==> src/design/cbm_pkg.sv <==
`timescale 1ns / 1ps
`default_nettype none

package cbm_pkg;

  localparam int NUM_BANK_REGS = 8;
  localparam int BANK_W        = 8;
  localparam int COUNT_W       = 9;
  localparam int OFFSET_W      = 21;

  localparam logic [1:0] OP_CPU_RD = 2'd0;
  localparam logic [1:0] OP_CPU_WR = 2'd1;
  localparam logic [1:0] OP_PIC_RD = 2'd2;
  localparam logic [1:0] OP_PIC_WR = 2'd3;

  localparam logic [1:0] TGT_NONE   = 2'd0;
  localparam logic [1:0] TGT_PRG_RD = 2'd1;
  localparam logic [1:0] TGT_CHR_RD = 2'd2;
  localparam logic [1:0] TGT_CHR_WR = 2'd3;

  typedef logic [7:0]         cfg_index_t;
  typedef logic [COUNT_W-1:0] cfg_data_t;

  localparam cfg_index_t CFG_PRG_COUNT = 8'd0;
  localparam cfg_index_t CFG_CHR_COUNT = 8'd1;

  localparam logic [BANK_W-1:0]  MASK_1K   = 8'h3F;
  localparam logic [BANK_W-1:0]  MASK_2K   = 8'h3E;
  localparam logic [COUNT_W-1:0] COUNT_MAX = 9'd256;

  typedef struct packed {
    logic [1:0]  opcode;
    logic [15:0] bus_address;
    logic [7:0]  write_value;
  } in_t;

  typedef struct packed {
    logic                claimed;
    logic [1:0]          target;
    logic [OFFSET_W-1:0] rom_offset;
    logic [7:0]          store_value;
  } out_t;

  function automatic logic [COUNT_W-1:0] sat_count(input logic [COUNT_W-1:0] n);
    return (n > COUNT_MAX) ? COUNT_MAX : n;
  endfunction

endpackage

`default_nettype wire

==> src/design/cartridge_bank_mapper.sv <==
`timescale 1ns / 1ps
`default_nettype none

// Bank-switching cartridge mapper with eight bank registers and a select register.
// Input channel (in_valid/in_ready/in_data): one bus access per beat.
// Output channel (out_valid/out_ready/out_data): exactly one result beat per access,
// in order: claim flag, target kind, ROM byte offset and byte to store.
// Config channel (cfg_valid/cfg_ready/cfg_index/cfg_data): index 0 sets the program
// bank count, index 1 the character bank count; other indexes are dropped.
// cfg_ready is always high; write only while no access is in flight.
// A mapped read or character access passes through the bit-serial remainder unit that
// reduces the bank number by the bank count, then loads the output register. Writes
// and unmapped accesses go straight to the output register. The block takes no new
// access until the current one is loaded into the output register;
// in_ready is high only while the sequencer is idle.
// A finished result waits in the output register; if the receiver stalls the
// next result holds inside the block and in_ready stays low until it drains.
// Reset (synchronous, active low) clears the bank counts, the select register,
// all bank registers and the output valid.
module cartridge_bank_mapper (
  input  logic               clk,
  input  logic               rst_n,
  input  logic               in_valid,
  output logic               in_ready,
  input  cbm_pkg::in_t       in_data,
  output logic               out_valid,
  input  logic               out_ready,
  output cbm_pkg::out_t      out_data,
  input  logic               cfg_valid,
  output logic               cfg_ready,
  input  cbm_pkg::cfg_index_t cfg_index,
  input  cbm_pkg::cfg_data_t  cfg_data
);
  import cbm_pkg::*;

  localparam logic [1:0] ST_IDLE = 2'd0;
  localparam logic [1:0] ST_RUN  = 2'd1;
  localparam logic [1:0] ST_PUSH = 2'd2;

  logic [1:0]          state_r, state_nxt;
  logic [2:0]          sel_r, sel_nxt;
  logic [BANK_W-1:0]   bank_r   [NUM_BANK_REGS];
  logic [BANK_W-1:0]   bank_nxt [NUM_BANK_REGS];
  logic [COUNT_W-1:0]  prg_cnt_r, prg_cnt_nxt;
  logic [COUNT_W-1:0]  chr_cnt_r, chr_cnt_nxt;
  out_t                res_r, res_nxt;
  out_t                out_r, out_nxt;
  logic                out_valid_r, out_valid_nxt;
  logic                is_prg_r, is_prg_nxt;
  logic [12:0]         off_lo_r, off_lo_nxt;

  logic [COUNT_W-1:0]  pc, cc, pc_m1, pc_m2;
  out_t                acc_res;
  logic                need_mod;
  logic                acc_is_prg;
  logic [BANK_W-1:0]   bank_num;
  logic                in_fire;
  logic                out_free;
  logic                mod_done;
  logic [BANK_W-1:0]   mod_rem;
  out_t                fin_res;

  assign pc      = sat_count(prg_cnt_r);
  assign cc      = sat_count(chr_cnt_r);
  assign pc_m1   = pc - 9'd1;
  assign pc_m2   = pc - 9'd2;
  assign in_fire = in_valid && in_ready;
  assign out_free = !out_valid_r || out_ready;

  always_comb begin
    acc_res    = '0;
    need_mod   = 1'b0;
    acc_is_prg = 1'b0;
    bank_num   = '0;
    unique case (in_data.opcode)
      OP_CPU_RD: begin
        if (in_data.bus_address[15]) begin
          acc_res.claimed = 1'b1;
          if (pc != '0) begin
            acc_res.target = TGT_PRG_RD;
            need_mod       = 1'b1;
            acc_is_prg     = 1'b1;
            case (in_data.bus_address[14:13])
              2'd0:    bank_num = bank_r[6] & MASK_1K;
              2'd1:    bank_num = bank_r[7] & MASK_1K;
              2'd2:    bank_num = (pc >= 9'd2) ? pc_m2[BANK_W-1:0] : '0;
              default: bank_num = pc_m1[BANK_W-1:0];
            endcase
          end
        end
      end
      OP_CPU_WR: begin
      end
      OP_PIC_RD, OP_PIC_WR: begin
        if (in_data.bus_address[15:13] == 3'd0 && cc != '0) begin
          need_mod = 1'b1;
          if (in_data.opcode == OP_PIC_RD) begin
            acc_res.claimed = 1'b1;
            acc_res.target  = TGT_CHR_RD;
          end else begin
            acc_res.target      = TGT_CHR_WR;
            acc_res.store_value = in_data.write_value;
          end
          case (in_data.bus_address[12:10])
            3'd0, 3'd1: bank_num = (bank_r[0] & MASK_2K) |
                                   {7'd0, in_data.bus_address[10]};
            3'd2, 3'd3: bank_num = (bank_r[1] & MASK_2K) |
                                   {7'd0, in_data.bus_address[10]};
            3'd4:       bank_num = bank_r[2] & MASK_1K;
            3'd5:       bank_num = bank_r[3] & MASK_1K;
            3'd6:       bank_num = bank_r[4] & MASK_1K;
            default:    bank_num = bank_r[5] & MASK_1K;
          endcase
        end
      end
      default: begin
      end
    endcase
  end

  cbm_mod u_mod (
    .clk      (clk),
    .rst_n    (rst_n),
    .start    (in_fire && need_mod),
    .dividend (bank_num),
    .divisor  (acc_is_prg ? pc : cc),
    .done     (mod_done),
    .rem      (mod_rem)
  );

  always_comb begin
    fin_res = res_r;
    if (is_prg_r) begin
      fin_res.rom_offset = {mod_rem, off_lo_r};
    end else begin
      fin_res.rom_offset = {3'd0, mod_rem, off_lo_r[9:0]};
    end
  end

  always_comb begin
    state_nxt     = state_r;
    sel_nxt       = sel_r;
    bank_nxt      = bank_r;
    prg_cnt_nxt   = prg_cnt_r;
    chr_cnt_nxt   = chr_cnt_r;
    res_nxt       = res_r;
    is_prg_nxt    = is_prg_r;
    off_lo_nxt    = off_lo_r;
    out_nxt       = out_r;
    out_valid_nxt = out_valid_r && !out_ready;

    if (cfg_valid) begin
      if (cfg_index == CFG_PRG_COUNT) begin
        prg_cnt_nxt = cfg_data;
      end else if (cfg_index == CFG_CHR_COUNT) begin
        chr_cnt_nxt = cfg_data;
      end
    end

    unique case (state_r)
      ST_IDLE: begin
        if (in_valid) begin
          if (in_data.opcode == OP_CPU_WR && in_data.bus_address[15]) begin
            if (!in_data.bus_address[0]) begin
              sel_nxt = in_data.write_value[2:0];
            end else begin
              bank_nxt[sel_r] = in_data.write_value;
            end
          end
          res_nxt    = acc_res;
          is_prg_nxt = acc_is_prg;
          off_lo_nxt = in_data.bus_address[12:0];
          state_nxt  = need_mod ? ST_RUN : ST_PUSH;
        end
      end
      ST_RUN: begin
        if (mod_done) begin
          if (out_free) begin
            out_nxt       = fin_res;
            out_valid_nxt = 1'b1;
            state_nxt     = ST_IDLE;
          end else begin
            res_nxt   = fin_res;
            state_nxt = ST_PUSH;
          end
        end
      end
      ST_PUSH: begin
        if (out_free) begin
          out_nxt       = res_r;
          out_valid_nxt = 1'b1;
          state_nxt     = ST_IDLE;
        end
      end
      default: begin
        state_nxt = ST_IDLE;
      end
    endcase
  end

  always_ff @(posedge clk) begin
    if (!rst_n) begin
      state_r     <= ST_IDLE;
      sel_r       <= '0;
      bank_r      <= '{default: '0};
      prg_cnt_r   <= '0;
      chr_cnt_r   <= '0;
      out_valid_r <= 1'b0;
    end else begin
      state_r     <= state_nxt;
      sel_r       <= sel_nxt;
      bank_r      <= bank_nxt;
      prg_cnt_r   <= prg_cnt_nxt;
      chr_cnt_r   <= chr_cnt_nxt;
      out_valid_r <= out_valid_nxt;
    end
    res_r    <= res_nxt;
    is_prg_r <= is_prg_nxt;
    off_lo_r <= off_lo_nxt;
    out_r    <= out_nxt;
  end

  assign in_ready  = (state_r == ST_IDLE);
  assign out_valid = out_valid_r;
  assign out_data  = out_r;
  assign cfg_ready = 1'b1;

endmodule

`default_nettype wire

==> src/design/cbm_mod.sv <==
`timescale 1ns / 1ps
`default_nettype none

// Restoring remainder unit, one dividend bit per cycle.
module cbm_mod (
  input  logic                        clk,
  input  logic                        rst_n,
  input  logic                        start,
  input  logic [cbm_pkg::BANK_W-1:0]  dividend,
  input  logic [cbm_pkg::COUNT_W-1:0] divisor,
  output logic                        done,
  output logic [cbm_pkg::BANK_W-1:0]  rem
);
  import cbm_pkg::*;

  logic                busy_r, busy_nxt;
  logic                done_r, done_nxt;
  logic [2:0]          cnt_r, cnt_nxt;
  logic [BANK_W-1:0]   dvd_r, dvd_nxt;
  logic [COUNT_W-1:0]  div_r, div_nxt;
  logic [BANK_W-1:0]   rem_r, rem_nxt;
  logic [COUNT_W-1:0]  trial;
  logic [COUNT_W-1:0]  diff;

  assign trial = {rem_r, dvd_r[BANK_W-1]};
  assign diff  = trial - div_r;

  always_comb begin
    busy_nxt = busy_r;
    done_nxt = 1'b0;
    cnt_nxt  = cnt_r;
    dvd_nxt  = dvd_r;
    div_nxt  = div_r;
    rem_nxt  = rem_r;
    if (start) begin
      busy_nxt = 1'b1;
      cnt_nxt  = 3'd0;
      dvd_nxt  = dividend;
      div_nxt  = divisor;
      rem_nxt  = '0;
    end else if (busy_r) begin
      rem_nxt = (trial >= div_r) ? diff[BANK_W-1:0] : trial[BANK_W-1:0];
      dvd_nxt = {dvd_r[BANK_W-2:0], 1'b0};
      cnt_nxt = cnt_r + 3'd1;
      if (cnt_r == 3'd7) begin
        busy_nxt = 1'b0;
        done_nxt = 1'b1;
      end
    end
  end

  always_ff @(posedge clk) begin
    if (!rst_n) begin
      busy_r <= 1'b0;
      done_r <= 1'b0;
      cnt_r  <= '0;
    end else begin
      busy_r <= busy_nxt;
      done_r <= done_nxt;
      cnt_r  <= cnt_nxt;
    end
    dvd_r <= dvd_nxt;
    div_r <= div_nxt;
    rem_r <= rem_nxt;
  end

  assign done = done_r;
  assign rem  = rem_r;

endmodule

`default_nettype wire

==> config.mk <==
export PLATFORM = sky130hd
export DESIGN_NAME = cartridge_bank_mapper
export DESIGN_NICKNAME = d
export VERILOG_FILES = /design/src/design/cbm_pkg.sv /design/src/design/cartridge_bank_mapper.sv /design/src/design/cbm_mod.sv
export SDC_FILE = /design/constraint.sdc
export NUM_CORES = 1
export LEC_CHECK = 0
export ABC_CLOCK_PERIOD_IN_PS = 5400
export BUFFER_PORTS_ARGS = -buffer_cell sky130_fd_sc_hd__buf_4
export CELL_PAD_IN_SITES_DETAIL_PLACEMENT = 0
export CELL_PAD_IN_SITES_GLOBAL_PLACEMENT = 2
export CORE_MARGIN = 3
export CORE_UTILIZATION = 42
export DETAILED_ROUTE_END_ITERATION = 10
export PLACE_DENSITY_LB_ADDON = 0.1
export SLEW_MARGIN = 40
export SYNTH_ARGS = -nofsm -noshare
export SYNTH_HDL_FRONTEND = slang
export SYNTH_SLANG_ARGS = --single-unit
==> constraint.sdc <==
create_clock -name clk -period 5.4 [get_ports clk]
set_clock_uncertainty 0.1 [all_clocks]
set_input_delay 1.08 -clock clk [delete_from_list [all_inputs] [get_ports clk]]
set_output_delay 1.08 -clock clk [all_outputs]
set_load 0.01 [all_outputs]
==> run_results.csv <==
group,metric,value,unit
critical_path,cp-startpoint,"prg_cnt_r[8]",
synthesis,yosys.area_share.simple,15.7,%
sta,worst_pin_slew,778,ps
worst_hold_path,hold_path_class,"reg2reg",
place,dp_slack,1970,ps
cts,postCtsSetupBuffers,0,
cts,cts-htree-levels,4,
cts,cts_buffers,17,
cts,cts_buffer_depth,2,
drt,postRouteWirelength,18500,um
critical_path,cp.required,5600,ps
floorplanning,dieArea,0.0215,mm2
synthesis,synth_area_per_cell,11.0,um2
power,vdd_drop_max,0.000207,V
critical_path,cpMaxStageDelayCell,"dfxtp_1",
critical_path,worstSetupStartpointType,"flip-flop",
power,p_leak,0.00379,uW
critical_path,critPathKind,"reg2reg",
global_routing,grt_util_all_layers,17.8,%
drt,detail_route.vias_per_cell,5.22,
sta,post-route-min-period,3430,ps
place,portBuffers,81,
sta,max_freq,291,MHz
run,cap_violations,0,
sta,hold_violations,0,
place,dpl_cell_area,0.00904,mm2
synthesis,synth-xor-area-share,0.739,%
critical_path,crit_fanout,22,
power,powerDensity,318,mW/mm2
critical_path,reg2reg_from,"prg_cnt_r[8]",
place,gp_congestion,0.854,
synthesis,syn_area,0.00830,mm2
sta,setup_ws,1970,ps
cells_and_area,drive_above_1_share,20.5,%
cells_and_area,fillers,1731,
global_routing,antenna_found_initial,0,
sta,setup-tns-final,0,ps
cells_and_area,nNetsFinal,874,
drt,drc,0,
critical_path,r2r_cells,8,
worst_hold_path,hold_path.startpoint,"fin_res[7]",
synthesis,synth_top_family_by_area,"simple AND/OR/NAND/NOR gates",
critical_path,rrSetupSlack,1970,ps
cells_and_area,final_area,0.00962,mm2
sta,finalCritPeriodShare,63.6,%
sta,maxSlewHeadroom,48.1,%
floorplanning,die_h,147,um
synthesis,synth-compound-area-share,8.48,%
worst_hold_path,min_delay_path_depth,0,
drt,drtAntennaViolNets,0,
synthesis,synth_cells,752,
critical_path,cp-end-kind,"flip-flop",
drt,wire_per_inst,17.2,um
cts,clock-sinks,178,
floorplanning,die_w,147,um
synthesis,ys_seq_elements,178,
global_routing,grt_pass1_wl,30300,um
synthesis,synth_edf_count,95,
drt,drtIter0Drc,324,
critical_path,cp.arrival,3630,ps
global_routing,grt_pass1_vias,5607,
floorplanning,rows,50,
synthesis,ys.flop_type,"edfxtp_1",
synthesis,synthAdderAreaFrac,2.96,%
cts,cts_hold_buf,0,
sta,rsz0062_at_grt,"false",
global_routing,gr-total-overflow,0,
synthesis,ys_types,63,
cells_and_area,diodes,0,
cts,root_buffer,"clkbuf_16",
synthesis,yosysWarningCount,0,
sta,setup_viol,0,
critical_path,max_stage_delay,690,ps
critical_path,worstReg2RegEnd,"state_r[0]",
synthesis,yosysSeqAreaShare,54.4,%
synthesis,muxShareOfSynthArea,14.1,%
cells_and_area,post-route-util,50.4,%
cts,cts_repair_resize_count,0,
drt,vias,5642,
global_routing,grt_max_degree,71,
floorplanning,io_pins,83,
cts,clk_pin_slew_worst_paths,70,ps
sta,slew_violations,0,
outcome,outcome,"finished clean",
place,dp_hpwl,13300,um
critical_path,path_cells,"nand2b_1 -> ha_1 -> a311o_2 -> nor2_4 -> nor2_2 -> inv_1 -> a22oi_1 -> nor2_1",
synthesis,synth_fp_nets,819,
cts,clkLatencyLatePin,430,ps
worst_hold_path,min_to,"out_data[7]",
cells_and_area,area_delta_synth_final,15.9,%
floorplanning,start_util,43.5,%
cts,cts_tree,"built",
floorplanning,coreArea,0.0191,mm2
synthesis,synthArstFlopShare,0,%
drt,first_pass_iters,5,
[synth_stat cells, drive strengths merged, types with 2 or more instances]
library cell	instances	area [um2]
buf	17	104
mux2	30	338
o21a	2	15.0
nand2	47	179
dfxtp	83	1660
nor4	5	46.3
nor4b	6	58.8
mux2i	74	741
o21ai	48	240
and3	15	93.8
xnor2	6	52.6
ha	18	225
mux4	4	90.1
nor2	91	357
nor2b	7	43.8
edfxtp	95	2850
and2	20	125
a21boi	4	30.0
nor3b	3	45.1
clkbuf	30	113
a21oi	37	185
a22oi	5	37.5
nand2b	15	93.8
nand3b	11	90.1
nor3	11	66.3
inv	22	82.6
o221ai	2	17.5
a211oi	2	15.0
a31oi	4	25.0
a21o	3	22.5
nand3	15	80.1
o22ai	3	18.8
o211ai	2	15.0
[report_power, final]
part | internal, uW | leakage [uW] | switching, uW
registers | 1500 | 0.00161 | 35.5
logic | 153 | 0.00191 | 185
clock network | 612 | 0.000276 | 567
[cell usage in the layout, fill, tap and decap left out, types with 20 or more instances in the layout]
cell type	instances
nor2_1	86
inv_1	20
nand2_1	46
mux2i_1	74
dfxtp_1	83
mux2_2	30
edfxtp_1	95
and2_1	20
a21oi_1	36
buf_4	83
o21ai_0	47
[worst max-delay path: cells and delay by family (launching register included)]
family,cells,cell delay [ps]
flip-flops,1,690
buffers and inverters,1,400
AO/OA/AOI/OAI,2,740
adder cells (fa/ha/maj),1,360
AND/OR/NAND/NOR,4,1010
[cell families (layout without fill, tap and decap cells)]
group | after synthesis | in the layout
AO/OA/AOI/OAI | 121 | 121
XOR/XNOR | 7 | 7
adder cells (fa/ha/maj) | 19 | 19
buffers and inverters | 69 | 137
flip-flops | 178 | 178
multiplexers | 108 | 108
other | 1 | 1
AND/OR/NAND/NOR | 249 | 249
[flip-flops by register name, indices dropped and copies added, names as in the netlist, 2 cells and up]
signal	cells
u_mod.div_r	9
u_mod.dvd_r	8
chr_cnt_r	9
sel_r	3
res_r	21
u_mod.cnt_r	3
prg_cnt_r	9
off_lo_r	13
bank_r	46
u_mod.rem	8
out_data	32
fin_res	11
state_r	2
[how the worst max path moves through the flow]
stage / slack [ps] / endpoint / cells after the start
4_1_cts: 1950 / state_r[0] / 8
2_1_floorplan: 2400 / res_r[10] / 3
3_5_place_dp: 1970 / state_r[0] / 8
5_1_grt: 1600 / state_r[0] / 8
3_3_place_gp: 2100 / state_r[0] / 8
6_report: 1970 / state_r[0] / 8
[layout make-up]
class	instances	area, um2	share of cell area (%)
Multi-Input combinational cell	505	3500	36.4
Clock inverter	15	143	1.48
Sequential cell	178	4510	46.9
Inverter	22	82.6	0.859
Timing Repair Buffer	83	623	6.48
Tap cell	260	325	3.38
Clock buffer	17	425	4.42
[per-layer routing]
layer / vias to the layer above / part of all wire (%) / track usage [%]
met4: 0 / 1.2 / 5.27
met3: 16 / 3.5 / 3.88
met1: 2733 / 48 / 24.1
met5: - / 0 / 0
met2: 97 / 47 / 28.8
li1: 2796 / - / -
[through the flow]
stage	power (uW)	cells	hold slack [ps]
after global routing	3190	1080	336
after floorplan	1770	752	300
final	3060	1080	325
after CTS	3100	1080	326
after global placement	1900	1048	305
after detailed placement	1910	1048	308
(Power assumes the default switching activity.)
